--- src/rtl/dlestx_pkg.sv ---
// ----------------------------------------------------------------------------
// dlestx_pkg
// Shared types, byte codes and CRC-16 helpers for the DLE/STX frame receiver.
// ----------------------------------------------------------------------------
`default_nettype none

package dlestx_pkg;

	localparam int HEADER_BYTES_DEF  = 4;
	localparam int PAYLOAD_BYTES_DEF = 252;

	localparam logic [7:0]  BYTE_SYN = 8'h16;
	localparam logic [7:0]  BYTE_DLE = 8'h10;
	localparam logic [7:0]  BYTE_STX = 8'h02;
	localparam logic [7:0]  BYTE_ETX = 8'h03;
	localparam logic [15:0] CRC_POLY = 16'hA001;
	localparam logic [15:0] CRC_INIT = 16'hFFFF;

	typedef enum logic [2:0] {
		PH_SYN  = 3'd0,
		PH_DLE  = 3'd1,
		PH_STX  = 3'd2,
		PH_BODY = 3'd3,
		PH_ESC  = 3'd4,
		PH_FCS1 = 3'd5,
		PH_FCS2 = 3'd6
	} phase_t;

	typedef enum logic [2:0] {
		EV_NONE     = 3'd0,
		EV_BODY     = 3'd1,
		EV_GOOD     = 3'd2,
		EV_CRC_ERR  = 3'd3,
		EV_BAD_ESC  = 3'd4,
		EV_OVERFLOW = 3'd5
	} event_t;

	typedef struct packed {
		event_t     kind;
		logic [7:0] body_byte;
		logic [7:0] body_index;
		logic [7:0] frame_length;
	} result_t;

	// Table entry for one index: XOR of eight basis words derived from the
	// reflected polynomial, each stored byte-swapped.
	function automatic logic [15:0] crc_table(input logic [7:0] idx);
		logic [15:0] sh;
		logic        carry;
		logic [15:0] q;
		sh    = '0;
		carry = 1'b1;
		q     = '0;
		for (int i = 0; i < 8; i++) begin
			if (carry) begin
				sh = sh ^ CRC_POLY;
			end
			if (idx[7-i]) begin
				q = q ^ {sh[7:0], sh[15:8]};
			end
			carry = sh[0];
			sh    = sh >> 1;
		end
		return q;
	endfunction

	function automatic logic [15:0] crc_update(input logic [15:0] crc, input logic [7:0] b);
		logic [15:0] q;
		q = crc_table(b ^ crc[15:8]);
		return {q[15:8] ^ crc[7:0], q[7:0]};
	endfunction

endpackage

`default_nettype wire

--- src/rtl/dlestx_core.sv ---
// ----------------------------------------------------------------------------
// dlestx_core
// Frame state machine, body counter, running CRC and the result of one byte.
// ----------------------------------------------------------------------------
`default_nettype none

module dlestx_core import dlestx_pkg::*; #(
	parameter int HEADER_BYTES  = HEADER_BYTES_DEF,
	parameter int PAYLOAD_BYTES = PAYLOAD_BYTES_DEF
) (
	input  wire logic       clk,
	input  wire logic       arst_n,
	input  wire logic       step,
	input  wire logic [7:0] rx,
	output result_t         res
);

	localparam int CAPACITY = HEADER_BYTES + PAYLOAD_BYTES;
	localparam int CNT_W    = $clog2(CAPACITY);
	localparam logic [CNT_W-1:0] CNT_LIMIT = CNT_W'(CAPACITY - 1);

	phase_t            phase_q, phase_d;
	logic [CNT_W-1:0]  count_q, count_d;
	logic [15:0]       crc_q, crc_d;
	logic [7:0]        fcs_hi_q, fcs_hi_d;
	logic [15:0]       crc_body;

	assign crc_body = crc_update(crc_q, rx);

	always_ff @(posedge clk or negedge arst_n) begin
		if (!arst_n) begin
			phase_q  <= PH_SYN;
			count_q  <= '0;
			crc_q    <= CRC_INIT;
			fcs_hi_q <= '0;
		end else if (step) begin
			phase_q  <= phase_d;
			count_q  <= count_d;
			crc_q    <= crc_d;
			fcs_hi_q <= fcs_hi_d;
		end
	end

	always_comb begin
		phase_d  = phase_q;
		count_d  = count_q;
		crc_d    = crc_q;
		fcs_hi_d = fcs_hi_q;
		res      = '{kind: EV_NONE, body_byte: '0, body_index: '0, frame_length: '0};
		unique case (phase_q)
			PH_DLE: begin
				phase_d = (rx == BYTE_DLE) ? PH_STX : PH_SYN;
			end
			PH_STX: begin
				phase_d = (rx == BYTE_STX) ? PH_BODY : PH_SYN;
			end
			PH_BODY: begin
				// A DLE still waiting for its partner counts toward capacity too.
				if (count_q >= CNT_LIMIT) begin
					res.kind = EV_OVERFLOW;
					phase_d  = PH_SYN;
				end else begin
					crc_d = crc_body;
					if (rx == BYTE_DLE) begin
						phase_d = PH_ESC;
					end else begin
						res.kind       = EV_BODY;
						res.body_byte  = rx;
						res.body_index = 8'(count_q);
						count_d        = count_q + 1'b1;
					end
				end
			end
			PH_ESC: begin
				if (rx == BYTE_DLE) begin
					res.kind       = EV_BODY;
					res.body_byte  = BYTE_DLE;
					res.body_index = 8'(count_q);
					count_d        = count_q + 1'b1;
					phase_d        = PH_BODY;
				end else if (rx == BYTE_ETX) begin
					crc_d   = crc_body;
					phase_d = PH_FCS1;
				end else begin
					res.kind = EV_BAD_ESC;
					phase_d  = PH_SYN;
				end
			end
			PH_FCS1: begin
				fcs_hi_d = rx;
				phase_d  = PH_FCS2;
			end
			PH_FCS2: begin
				res.kind         = ((~crc_q) == {fcs_hi_q, rx}) ? EV_GOOD : EV_CRC_ERR;
				res.frame_length = 8'(count_q);
				phase_d          = PH_SYN;
			end
			default: begin
				if (rx == BYTE_SYN) begin
					count_d = '0;
					crc_d   = CRC_INIT;
					phase_d = PH_DLE;
				end else begin
					phase_d = PH_SYN;
				end
			end
		endcase
	end

	// The stored body count never passes the overflow limit.
	a_count_bound: assert property (@(posedge clk) disable iff (!arst_n)
		count_q <= CNT_LIMIT)
		else $error("body count beyond capacity");

	// A SYN while hunting starts a fresh frame.
	a_syn_start: assert property (@(posedge clk) disable iff (!arst_n)
		step && phase_q == PH_SYN && rx == BYTE_SYN |=>
		crc_q == CRC_INIT && count_q == '0 && phase_q == PH_DLE)
		else $error("frame start did not preset state");

	// Each reported body byte advances the count by exactly one.
	a_body_count: assert property (@(posedge clk) disable iff (!arst_n)
		step && res.kind == EV_BODY |=> count_q == $past(count_q) + 1'b1)
		else $error("body count did not follow body byte");

	// A frame verdict only comes from the second FCS byte.
	a_verdict_phase: assert property (@(posedge clk) disable iff (!arst_n)
		(res.kind == EV_GOOD || res.kind == EV_CRC_ERR) |-> phase_q == PH_FCS2)
		else $error("frame verdict outside FCS phase");

endmodule

`default_nettype wire

--- src/rtl/dle_stx_frame_receiver_crc16_unit.sv ---
// ----------------------------------------------------------------------------
// dle_stx_frame_receiver_crc16_unit
// Byte-stuffed DLE/STX/ETX frame receiver with CRC-16 frame check.
// ----------------------------------------------------------------------------
//
//  Channel  Direction  Handshake             Payload
//  -------  ---------  --------------------  ----------------------------------
//  in       sink       in_valid / in_ready   rx_byte
//  out      source     out_valid / out_ready event_kind, body_byte, body_index,
//                                            frame_length
//
// Every request yields exactly one result: the byte is held in the input
// register, then its result goes to the result register. One request per
// cycle is sustained while out_ready is high; the table CRC update and the phase
// change are done in the single stage between the input and result registers.
// A stalled result holds the result register and, behind it, the input
// register; in_ready drops only when both are full and out_ready is low.
// Reset clears the frame state to hunting for SYN and empties both registers.
//
`default_nettype none

module dle_stx_frame_receiver_crc16_unit import dlestx_pkg::*; #(
	parameter int HEADER_BYTES  = HEADER_BYTES_DEF,
	parameter int PAYLOAD_BYTES = PAYLOAD_BYTES_DEF
) (
	input  wire logic       clk,
	input  wire logic       arst_n,
	input  wire logic       in_valid,
	output logic            in_ready,
	input  wire logic [7:0] rx_byte,
	output logic            out_valid,
	input  wire logic       out_ready,
	output logic [2:0]      event_kind,
	output logic [7:0]      body_byte,
	output logic [7:0]      body_index,
	output logic [7:0]      frame_length
);

	logic       valid_s1;
	logic [7:0] byte_s1;
	logic       valid_s2;
	result_t    res_s2;
	result_t    res;
	logic       advance;
	logic       step;

	assign advance  = !valid_s2 || out_ready;
	assign step     = valid_s1 && advance;
	assign in_ready = !valid_s1 || advance;

	always_ff @(posedge clk or negedge arst_n) begin
		if (!arst_n) begin
			valid_s1 <= 1'b0;
			valid_s2 <= 1'b0;
		end else begin
			if (in_ready) begin
				valid_s1 <= in_valid;
			end
			if (advance) begin
				valid_s2 <= valid_s1;
			end
		end
	end

	always_ff @(posedge clk) begin
		if (in_ready && in_valid) begin
			byte_s1 <= rx_byte;
		end
		if (step) begin
			res_s2 <= res;
		end
	end

	dlestx_core #(
		.HEADER_BYTES  (HEADER_BYTES),
		.PAYLOAD_BYTES (PAYLOAD_BYTES)
	) u_core (
		.clk    (clk),
		.arst_n (arst_n),
		.step   (step),
		.rx     (byte_s1),
		.res    (res)
	);

	assign out_valid    = valid_s2;
	assign event_kind   = res_s2.kind;
	assign body_byte    = res_s2.body_byte;
	assign body_index   = res_s2.body_index;
	assign frame_length = res_s2.frame_length;

endmodule

`default_nettype wire
--- config.mk ---
export PLATFORM = sky130hd
export DESIGN_NAME = dle_stx_frame_receiver_crc16_unit
export DESIGN_NICKNAME = d
export VERILOG_FILES = /design/src/rtl/dlestx_pkg.sv /design/src/rtl/dlestx_core.sv /design/src/rtl/dle_stx_frame_receiver_crc16_unit.sv
export SDC_FILE = /design/constraint.sdc
export NUM_CORES = 1
export LEC_CHECK = 0
export ABC_CLOCK_PERIOD_IN_PS = 3500
export BUFFER_PORTS_ARGS = -buffer_cell sky130_fd_sc_hd__buf_2
export CAP_MARGIN = 30
export CORE_ASPECT_RATIO = 1.5
export CORE_MARGIN = 2
export CORE_UTILIZATION = 50
export CTS_BUF_LIST = sky130_fd_sc_hd__clkbuf_16
export CTS_CLUSTER_SIZE = 40
export DETAILED_ROUTE_END_ITERATION = 16
export PLACE_DENSITY = 0.8
export SETUP_SLACK_MARGIN = 0.4
export SLEW_MARGIN = 30
export SYNTH_ARGS = -nofsm -noshare
export SYNTH_HDL_FRONTEND = slang
export SYNTH_SLANG_ARGS = --single-unit
--- constraint.sdc ---
create_clock -name clk -period 3.5 [get_ports clk]
set_input_delay 1.05 -clock clk [delete_from_list [all_inputs] [get_ports clk]]
set_output_delay 1.05 -clock clk [all_outputs]
set_load 0.005 [all_outputs]
After elaboration in Yosys (flattened, before gate mapping). Cells that the tools add are included.

Register bits: 72. Output and inout bits: 29.

Add/sub/neg operators: 1. Magnitude comparators: 1. Equality and inequality tests: 17. Multiplexer cells: 35. Bitwise gates (word level): 11. Reductions and logical operators: 12.

Operators with widths (count): $mux W16 (7); $mux W9 (6); $pmux W16 S3 (1); $not A5 Y5 (7); $mux W8 (4); $pmux W16 S2 (1); $pmux W8 S3 (1); $mux W3 (7); $pmux W3 S6 (1); $mux W17 (1); $eq A16 B16 Y1 (1); $eq A8 B2 Y1 const B (2); $eq A8 B5 Y1 const B (2); $not A16 Y16 (1); $xor A8 B8 Y8 (2); $mux W13 (1); $reduce_and A6 Y1 (2); $eq A3 B3 Y1 const B (3); $pmux W3 S3 (1); $add A8 B1 Y8 const B (1); $ge A8 B8 Y1 const B (1); $eq A3 B2 Y1 const B (2); $ne A2 B2 Y1 const B (3); $mux W2 (2); other kinds (11) (17).

Depth between registers and ports, before layout. Gate-level depths: netlist of run 1.

Depth after elaboration: 20. Gate-level depth with buffers: 8. Depth with buffers taken out: 7.

Hierarchy. From an unflattened synthesis of run 1, not the netlist that was laid out.

Cells, all modules: 309. Area, all modules: 3683.5 µm².

By module, submodules not included: dlestx_core (times used 1, cells each 266, area each 2528.7 µm²); dle_stx_frame_receiver_crc16_unit (times used 1, cells each 43, area each 1154.9 µm²).

Least setup slack after synthesis of run 1. No wires, ideal clock.

Path type: in2reg. Start point: input port out_ready. End point: register u_core.count_q[5]. Setup time: 78 ps. Arrival: 2814 ps. Data required time: 3422 ps. Slack: 609 ps. Stages: 7. Cells stage by stage: nand2b_1 -> nand2_1 -> inv_1 -> o21ai_2 -> a21o_1 -> or4_1 -> a21oi_1.

Cells in the longest elaborated chain, start to end: 3.

Ends and longest elaborated chain: from (decl) (RTL line dle_stx_frame_receiver_crc16_unit.sv:32) `input wire logic out_ready,`; $logic_or A1 B1 Y1 (RTL line dle_stx_frame_receiver_crc16_unit.sv:47) `assign advance = !valid_s2 || out_ready;`; $logic_and A1 B1 Y1 (RTL line dle_stx_frame_receiver_crc16_unit.sv:48) `assign step = valid_s1 && advance;`; via step (RTL line dle_stx_frame_receiver_crc16_unit.sv:45) `logic step;`; $reduce_and A6 Y1 (no line); to (signal assigned) (RTL line dlestx_core.sv:38) `count_q <= count_d;`; to (decl) (RTL line dlestx_core.sv:23) `logic [CNT_W-1:0] count_q, count_d;`.

The timed path passes the listed nets, and every way through them passes these cells. A chain may end at the register's enable or synchronous reset.

Worst setup path in the final report of run 1.
Start point: input port out_ready. End point: output port in_ready.

Cells in the longest elaborated chain, start to end: 2.

Ends and longest elaborated chain: $logic_or A1 B1 Y1 (RTL line dle_stx_frame_receiver_crc16_unit.sv:47); $logic_or A1 B1 Y1 (RTL line dle_stx_frame_receiver_crc16_unit.sv:49) `assign in_ready = !valid_s1 || advance;`; to (decl) (RTL line dle_stx_frame_receiver_crc16_unit.sv:29) `output logic in_ready,`.

Every way passes these cells.

==> impl_metrics.env, run 1 <==
export IMPL_utilization_pct=60.1
export IMPL_synth_distinct_cells=54
export IMPL_clkTransAtPathRegs_ns=0.05
export IMPL_crit_type="primary input to output pin"
export IMPL_grt_max_degree=38
export IMPL_hpwl_mm=4.72
export IMPL_cts_buffer_depth=2
export IMPL_path_max_fanout=3
export IMPL_antenna_found_initial=0
export IMPL_yosys_top_cells_area="edfxtp_1, dfrtp_1, dfstp_2, xor2_1, xnor2_1"
export IMPL_cts_resized=0
export IMPL_power_density_nw_per_um2=555
export IMPL_ios=41
export IMPL_grt_util_all_layers_pct=19.2
export IMPL_critPathBufInv=2
export IMPL_hold_viol=0
export IMPL_port_buffers=40
export IMPL_path_common_cell="buf_2"
export IMPL_seqCellArea_um2=2000
export IMPL_synth_main_ff_cell="edfxtp_1"
export IMPL_worstMarginPinSlew_ns=0.836
export IMPL_drive_above_1_share_pct=26.4
export IMPL_syn2layout_area_growth_pct=16.4
export IMPL_cap_violations=0
export IMPL_synth_fp_nets=321
export IMPL_design_core_area_um2=6850
export IMPL_cp_start_kind="primary input"
export IMPL_cts_sinks=72
export IMPL_die_w_um=72.7
export IMPL_rows=37
export IMPL_fmax_ghz=0.395
export IMPL_setup_viol=0
export IMPL_multi_input_area_um2=1450
export IMPL_period_needed_ns=2.53
export IMPL_async_flop_share_pct=51.4
export IMPL_cp_arrival_ns=1.48
export IMPL_place_congestion=0.879
export IMPL_die_area_um2=7780
export IMPL_synth_enable_flop_cells=35
export IMPL_insertion_delay_ns=0.33
export IMPL_pre_cts_slack_ns=0.912
export IMPL_setup_ws_ns=0.968
export IMPL_ant_nets=0
export IMPL_syn_area_um2=3540
export IMPL_yosys_warnings=0
export IMPL_rsz0062_at_grt="no"
export IMPL_cts_tree="built"
export IMPL_wirelength_mm=6.82
export IMPL_nFillCells=536
export IMPL_viasPerCell=5.66
export IMPL_crit_family="buffers and inverters"
export IMPL_dr_first_iter_drc_count=279
export IMPL_setup_tns_final_ns=0
export IMPL_clock_skew_ns=0.00660
export IMPL_required_ns=2.45
export IMPL_cts_setup_buffers=0
export IMPL_hp_class="flip-flop to flip-flop"
export IMPL_worstPathCellList="buf_2 > nand3b_1 > buf_2"
export IMPL_power_leakage_uw=0.00178
export IMPL_final_common_cell="buf_2"
export IMPL_antennaDiodeCount=0
export IMPL_fin_cells=430
export IMPL_maxSlewHeadroom_pct=44.3
export IMPL_firstDrtPassIters=5
export IMPL_status="complete, no violations"
export IMPL_drc=0
export IMPL_wire_per_inst_um=15.9
export IMPL_die_h_um=107
export IMPL_synthCells=308
export IMPL_yosys_area_top_type="edfxtp_1"
export IMPL_end_kind="output pin"
export IMPL_grt_pass1_vias=2399
export IMPL_fin_crit_sh_pct=72.3
export IMPL_dp_cells=414
export IMPL_fin_nets=360
export IMPL_grt_pass1_wl_mm=11.4
export IMPL_layout_common_cells="buf_2, edfxtp_1, nand2_1, nor2_1, dfrtp_1"
export IMPL_drv_slew=0
export IMPL_vias=2432
export IMPL_peakVddDrop_mv=0.385
export IMPL_synth_top_area_share_pct=29.7
export IMPL_start_util_pct=51.7
export IMPL_ctsHoldBuffers=0
export IMPL_root_buffer="clkbuf_16"
export IMPL_syn_area_per_cell_um2=11.5
export IMPL_slowest_delay_ns=0.18
export IMPL_h_tree_depth=3
export IMPL_grt_ovfl_total=0
export IMPL_cpMaxStageDelayCell="nand3b_1"
export IMPL_cts_buffers=9
export IMPL_seq_area_frac_synth_pct=56.4
export IMPL_ys_ff_latch=72
==> report_power, final <==
part / leakage (uW) / internal [uW] / switching [uW]
clock network: 0.000171 / 698 / 354
logic: 0.000812 / 117 / 121
registers: 0.000801 / 950 / 45.8
==> layer usage <==
layer,global-route usage (%),wire length (um),vias up
met4,10.8,214,0
met5,0,0,-
li1,-,-,1160
met2,32.0,3630,75
met1,22.3,2720,1176
met3,4.32,251,21
==> cells by family (layout without fill, tap and decap cells) <==
group	count (synthesis)	count (layout)	synth area share (%)
simple gates	111	111	16.9
flops	72	72	56.4
compound gates	59	59	10.3
xor+xnor	40	40	11.2
buf+inv	18	62	2.65
mux	7	7	2.19
fa+ha+maj	1	1	0.353
==> path summary, 6_finish.rpt <==
path / from / endpoint / slack [ns] / depth (start not counted)
max: out_ready / in_ready / 0.97 / 3
min: u_core.crc_q[13] / u_core.crc_q[13] / 0.49 / 2
max reg2reg: byte_s1[7] / u_core.count_q[5] / 1.17 / 6
min reg2reg: u_core.crc_q[13] / u_core.crc_q[13] / 0.49 / 2
max in group asynchronous: arst_n / u_core.count_q[6] / 2.15 / 1
min in group asynchronous: arst_n / out_valid / 0.82 / 1
==> final cells by class <==
cell class | instances | area share [%]
Sequential cell | 72 | 48.5
Multi-Input combinational cell | 218 | 35.3
Clock buffer | 9 | 5.47
Timing Repair Buffer | 41 | 5.04
Clock inverter | 7 | 2.92
Tap cell | 78 | 2.37
Inverter | 5 | 0.456
==> tightest hold or removal path, cell delays in order, from the launching register on <==
cell and delay [ns]:
dfstp_2 0.38, nand2_1 0.05, o21ai_1 0.06
==> stage by stage <==
step	hold slack [ns]	cell area, um2	total power, uW
after floorplan	0.457	3540	1180
after global placement	0.472	3770	1240
after detailed placement	0.484	3770	1250
after CTS	0.492	4120	2300
after global routing	0.513	4120	2370
final	0.491	4120	2290
==> flip-flops by register name, indices dropped and copies added, names as in the netlist <==
name,cells
u_core.phase_q,3
u_core.crc_q,16
u_core.fcs_hi_q,8
byte_s1,8
body_byte,8
out_valid,1
u_core.count_q,8
event_kind,3
frame_length,8
body_index,8
valid_s1,1
==> synthesized netlist by cell type (6+ instances only) <==
cell,count
clkbuf_1,6
dfrtp_1,21
a21oi_1,16
edfxtp_1,35
dfstp_2,16
nand3_1,6
nor2_1,21
nor2b_1,8
a21o_1,6
mux2_2,6
xor2_1,18
and2_1,17
xnor2_1,17
nand2_1,30
o21ai_0,15
(Power assumes the default switching activity.)
==> inputs of run 2 (changes only) <==
--- a/config.mk
+++ b/config.mk
@@ -5,7 +5,7 @@
 export SDC_FILE = /design/constraint.sdc
 export NUM_CORES = 1
 export LEC_CHECK = 0
-export ABC_CLOCK_PERIOD_IN_PS = 3500
+export ABC_CLOCK_PERIOD_IN_PS = 2100
 export BUFFER_PORTS_ARGS = -buffer_cell sky130_fd_sc_hd__buf_2
 export CAP_MARGIN = 30
 export CORE_ASPECT_RATIO = 1.5
@@ -14,7 +14,7 @@
 export CTS_BUF_LIST = sky130_fd_sc_hd__clkbuf_16
 export CTS_CLUSTER_SIZE = 40
 export DETAILED_ROUTE_END_ITERATION = 16
-export PLACE_DENSITY = 0.8
+export PLACE_DENSITY = 0.83
 export SETUP_SLACK_MARGIN = 0.4
 export SLEW_MARGIN = 30
 export SYNTH_ARGS = -nofsm -noshare
==> constraint.sdc (replaced) <==
create_clock -name clk -period 2.1 [get_ports clk]
set_input_delay 0.63 -clock clk [delete_from_list [all_inputs] [get_ports clk]]
set_output_delay 0.63 -clock clk [all_outputs]
set_load 0.005 [all_outputs]
==> run 2 against run 1 <==
  * The run now ends with setup timing left
  * Clock power up 70%
  * Critical path depth rose by 5
  * Sequential share of layout area down 9.2 points
  * Global-route usage increased by 4.9 points
  * Worst setup slack lost 1.1 ns
  * Sequential power grew 67%
  * Die area unchanged
  * Critical endpoint is now u_core.crc_q[8]
  * Cell count up 17%
  * Non-clock buffer count up 71
==> impl_metrics.env, run 2 (synthesized netlist as in run 1, its figures left out) <==
export IMPL_status="finished with violations"
export IMPL_violations="setup timing"
export IMPL_start_util_pct=51.7
export IMPL_hold_viol=0
export IMPL_wirelength_mm=10.9
export IMPL_rsz0062_at_grt="yes"
export IMPL_wire_per_inst_um=21.7
export IMPL_root_buffer="clkbuf_16"
export IMPL_setup_ws_ns=-0.169
export IMPL_port_buffers=40
export IMPL_grt_max_degree=38
export IMPL_hpwl_mm=5.15
export IMPL_grt_util_all_layers_pct=24.1
export IMPL_top_register="u_core.crc_q"
export IMPL_setup_viol=19
export IMPL_largest_reg_flops=16
export IMPL_cts_buffers=9
export IMPL_fin_nets=434
export IMPL_worstMarginPinSlew_ns=1.05
export IMPL_hp_class="primary input to async pin"
export IMPL_rows=37
export IMPL_clkTransAtPathRegs_ns=0.06
export IMPL_end_kind="flip-flop"
export IMPL_viasPerCell=6.15
export IMPL_die_w_um=72.7
export IMPL_vias=3098
export IMPL_ant_nets=0
export IMPL_fmax_ghz=0.441
export IMPL_power_density_nw_per_um2=818
export IMPL_hold_slack_ns=0.332
export IMPL_cts_sinks=72
export IMPL_drc=0
export IMPL_grt_pass1_wl_mm=14.0
export IMPL_grt_pass1_vias=2969
export IMPL_antennaDiodeCount=0
export IMPL_h_tree_depth=3
export IMPL_firstDrtPassIters=5
export IMPL_syn2layout_area_growth_pct=43.6
export IMPL_fin_crit_sh_pct=108
export IMPL_place_congestion=0.905
export IMPL_clock_skew_ns=0.00965
export IMPL_dr_first_iter_drc_count=458
export IMPL_final_common_cell="buf_4"
export IMPL_layout_common_cells="buf_4, buf_2, edfxtp_1, nand2_1, dfrtp_1"
export IMPL_drv_slew=0
export IMPL_required_ns=2.38
export IMPL_maxSlewHeadroom_pct=29.9
export IMPL_die_h_um=107
export IMPL_ff2ff_setup_slack_ns=-0.17
export IMPL_cp_start_kind="flip-flop"
export IMPL_antenna_found_initial=0
export IMPL_crit_type="flip-flop to flip-flop"
export IMPL_power_leakage_uw=0.00226
export IMPL_cap_violations=0
export IMPL_design_core_area_um2=6850
export IMPL_pre_cts_slack_ns=-0.0435
export IMPL_path_max_fanout=8
export IMPL_cts_tree="built"
export IMPL_peakVddDrop_mv=0.826
export IMPL_cts_buffer_depth=2
export IMPL_ios=41
export IMPL_die_area_um2=7780
export IMPL_cp_arrival_ns=2.55
export IMPL_period_needed_ns=2.27
export IMPL_insertion_delay_ns=0.35
export IMPL_drive_above_1_share_pct=49.8
export IMPL_grt_ovfl_total=0
## run 2: changes by cell type in the layout (fill, tap and decap cells not counted), sizes merged
cell and delta:
buf +71, clkinvlp +2, inv -2, a21o +3
## run 2: layout make-up
class / instances / area [um2]
clock buffers: 9 / 225
clock inverters: 7 / 119
fillers: 400 / 1770
inverters: 5 / 22.5
multi-input cells: 221 / 1820
flip-flops and latches: 72 / 2000
well taps: 78 / 97.6
repair buffers: 112 / 800
## run 2: final timing paths
check / cells after the start / endpoint / from
worst min-delay path: 2 / out_valid / arst_n
max in group asynchronous: 2 / u_core.crc_q[1] / arst_n
worst min register to register: 2 / u_core.crc_q[14] / u_core.crc_q[14]
worst max register to register: 8 / u_core.crc_q[8] / byte_s1[2]
worst max-delay path: 8 / u_core.crc_q[8] / byte_s1[2]
min in group clk: 1 / byte_s1[4] / rx_byte[4]
## run 2: power by group
group          internal, uW  switching [uW]
sequential             1580            75.3
clock                  1160             626
combinational           370             342
total                  3120            1040
## run 2: critical path, stage by stage (launching register included)
cell      delay, ns
edfxtp_1       0.51
buf_4          0.20
buf_4          0.13
nor2_1         0.14
nand4_1        0.22
a211o_4        0.43
a21o_4         0.28
or2b_1         0.17
o31a_1         0.13
## run 2: metal layers
layer	track usage, %	share of wire [%]
met1	24.7	35
met2	43.2	52
met3	6.95	6.9
met4	12.3	6.1
met5	0	0
## run 2: through the flow
| step | cells | cell area (um2) | utilization [%] | setup TNS (ns) | total power, uW |
|---|---|---|---|---|---|
| final | 504 | 5080 | 74.2 | -0.848 | 4160 |
| after global routing | 504 | 5080 | 74.2 | -1.21 | 4260 |
| after CTS | 488 | 4740 | 69.1 | -0.0126 | 4020 |
| after detailed placement | 445 | 4040 | 59.0 | -0.0589 | 2140 |
| after global placement | 445 | 4040 | 59.0 | 0 | 2120 |
| after floorplan | 308 | 3610 | - | 0 | 1980 |
## run 2: repair_timing
action                     CTS  global route
buffers inserted            27            12
setup endpoints to repair   43            45
gates resized for setup     29            52
gates cloned                 0             4
pin swaps                   19            18
hold buffers                 0             0
==> inputs of run 3 (changes only) <==
--- a/config.mk
+++ b/config.mk
@@ -6,7 +6,7 @@
 export NUM_CORES = 1
 export LEC_CHECK = 0
 export ABC_CLOCK_PERIOD_IN_PS = 2100
-export BUFFER_PORTS_ARGS = -buffer_cell sky130_fd_sc_hd__buf_2
+export BUFFER_PORTS_ARGS = -buffer_cell sky130_fd_sc_hd__buf_4
 export CAP_MARGIN = 30
 export CORE_ASPECT_RATIO = 1.5
 export CORE_MARGIN = 2
==> run 3 against run 2 <==
  * The run still ends with setup timing left
  * First-iteration DRC count down 27%
  * Sequential cell count unchanged
  * Non-clock buffer count shrank 6
  * Cell count shrank 1.2%
  * Clock power down 7%
  * Combinational power fell by 2%
  * Register-to-register slack hardly changed
  * Critical path depth fell by 1
  * Sequential power barely moved
  * Clock-buffer cell count did not move
  * Critical endpoint is now u_core.count_q[3]
  * Largest power group is now registers
==> impl_metrics.env, run 3 (synthesized netlist as in run 1, its figures left out) <==
export IMPL_status="finished with violations"
export IMPL_violations="setup timing"
export IMPL_cts_sinks=72
export IMPL_insertion_delay_ns=0.34
export IMPL_cap_violations=0
export IMPL_hpwl_mm=5.38
export IMPL_slowest_delay_ns=0.52
export IMPL_crit_type="flip-flop to flip-flop"
export IMPL_switching_share_pct=25.7
export IMPL_peakVddDrop_mv=0.634
export IMPL_cpMaxStageDelayCell="edfxtp_1"
export IMPL_finalPower_uw=4010
export IMPL_drv_slew=0
export IMPL_m1WireLength_mm=3.94
export IMPL_ctsHoldBuffers=0
export IMPL_clkTransAtPathRegs_ns=0.06
export IMPL_top_layer="met4"
export IMPL_start_util_pct=51.7
export IMPL_comb_power_share_pct=17.3
export IMPL_required_ns=2.36
export IMPL_hold_viol=0
export IMPL_path_max_fanout=4
export IMPL_critPathBufInv=1
export IMPL_clkPwrFrac_pct=41.4
export IMPL_clock_skew_ns=0.00728
export IMPL_viasPerCell=6.37
export IMPL_end_kind="flip-flop"
export IMPL_ios=41
export IMPL_final_common_cell="buf_4"
export IMPL_grt_max_degree=38
export IMPL_seq_power_share_pct=41.3
export IMPL_multi_input_area_um2=1840
export IMPL_grt_util_all_layers_pct=25.8
export IMPL_worstPathCellList="nor4b_4 > and2_4 > o21ai_4 > a21o_1 > buf_6 > or3_4 > a21oi_2"
export IMPL_cp_arrival_ns=2.52
export IMPL_design_core_area_um2=6850
export IMPL_dr_first_iter_drc_count=334
export IMPL_place_congestion=0.896
export IMPL_largest_reg_flops=16
export IMPL_setup_tns_final_ns=-0.519
export IMPL_antennaDiodeCount=0
export IMPL_pre_cts_slack_ns=-0.140
export IMPL_fin_crit_sh_pct=108
export IMPL_drc=0
export IMPL_period_needed_ns=2.26
export IMPL_top_register="u_core.crc_q"
export IMPL_maxSlewHeadroom_pct=58.3
export IMPL_crit_family="simple AND/OR/NAND/NOR gates"
export IMPL_cp_start_kind="flip-flop"
export IMPL_p_int_uw=2980
export IMPL_cts_buffers=9
export IMPL_die_w_um=72.7
export IMPL_p_sw_uw=1030
export IMPL_port_buffers=40
export IMPL_worstMarginPinSlew_ns=0.626
export IMPL_power_leakage_uw=0.00223
export IMPL_vias=3170
export IMPL_route_met2_wl_mm=5.91
export IMPL_cts_tree="built"
export IMPL_setup_viol=6
export IMPL_h_tree_depth=3
export IMPL_fmax_ghz=0.443
export IMPL_layout_common_cells="buf_4, edfxtp_1, nand2_1, dfrtp_1, nor2_1"
export IMPL_die_h_um=107
export IMPL_firstDrtPassIters=4
export IMPL_drive_above_1_share_pct=51.0
export IMPL_cts_buffer_depth=2
export IMPL_ff2ff_path_depth=7
export IMPL_antenna_found_initial=0
export IMPL_seqCellArea_um2=2000
export IMPL_utilization_pct=74.9
export IMPL_wire_per_inst_um=22.7
export IMPL_power_density_nw_per_um2=782
export IMPL_nFillCells=383
export IMPL_setup_ws_ns=-0.158
export IMPL_crit_cells=7
export IMPL_hp_class="primary input to async pin"
export IMPL_rows=37
export IMPL_rsz0062_at_grt="yes"
export IMPL_grt_ovfl_total=0
export IMPL_grt_pass1_vias=2952
export IMPL_grt_pass1_wl_mm=15.0
export IMPL_die_area_um2=7780
export IMPL_ant_nets=0
export IMPL_root_buffer="clkbuf_16"
export IMPL_wirelength_mm=11.3
export IMPL_fin_nets=428
export IMPL_syn2layout_area_growth_pct=44.9
export IMPL_met3WireLength_um=836
run 3: final cells by class:
cell class                      count  area share [%]
Clock buffer                        9            4.39
Tap cell                           78            1.90
Inverter                            5           0.439
Multi-Input combinational cell    221            35.9
Clock inverter                      7            1.88
Sequential cell                    72            38.9
Timing Repair Buffer              106            16.5
run 3: worst paths after layout:
kind,slack [ns],endpoint,start
max reg2reg,-0.16,u_core.count_q[3],byte_s1[1]
max,-0.16,u_core.count_q[3],byte_s1[1]
min,0.26,out_valid,arst_n
max in group asynchronous,1.47,u_core.crc_q[1],arst_n
min in group clk,0.46,byte_s1[6],rx_byte[6]
min reg2reg,0.50,u_core.crc_q[3],u_core.crc_q[3]
run 3: worst register-to-register path, stage by stage (launching register included):
cell and delay [ns]:
edfxtp_1 0.52, nor4b_4 0.48, and2_4 0.25, o21ai_4 0.07
a21o_1 0.25, buf_6 0.14, or3_4 0.32, a21oi_2 0.16
run 3: metrics by stage:
stage / cells / area [um2] / hold WS [ns]
CTS: 478 / 4790 / 0.265
finish: 498 / 5130 / 0.258
global placement: 440 / 4100 / 0.476
floorplan: 308 / 3610 / 0.334
detailed placement: 440 / 4100 / 0.485
global route: 498 / 5130 / 0.291
run 3: what timing repair did:
item,in CTS,in global routing
cloned,0,3
setup buffers,22,17
pin swaps,19,26
gates resized for setup,31,55
setup endpoints to repair,44,47
run 3: power by group through the flow:
stage	Clock, uW	Sequential (uW)	Combinational, uW
final	1660	1660	695
after global routing	1720	1660	730
after CTS	1640	1650	597
after detailed placement	0	1670	479
after global placement	0	1670	467
after floorplan	0	1660	321
run 3: layer usage:
layer	track usage [%]	vias up
met4	14.2	0
met5	0	-
li1	-	1309
met3	4.89	64
met2	45.2	231
met1	28.8	1566
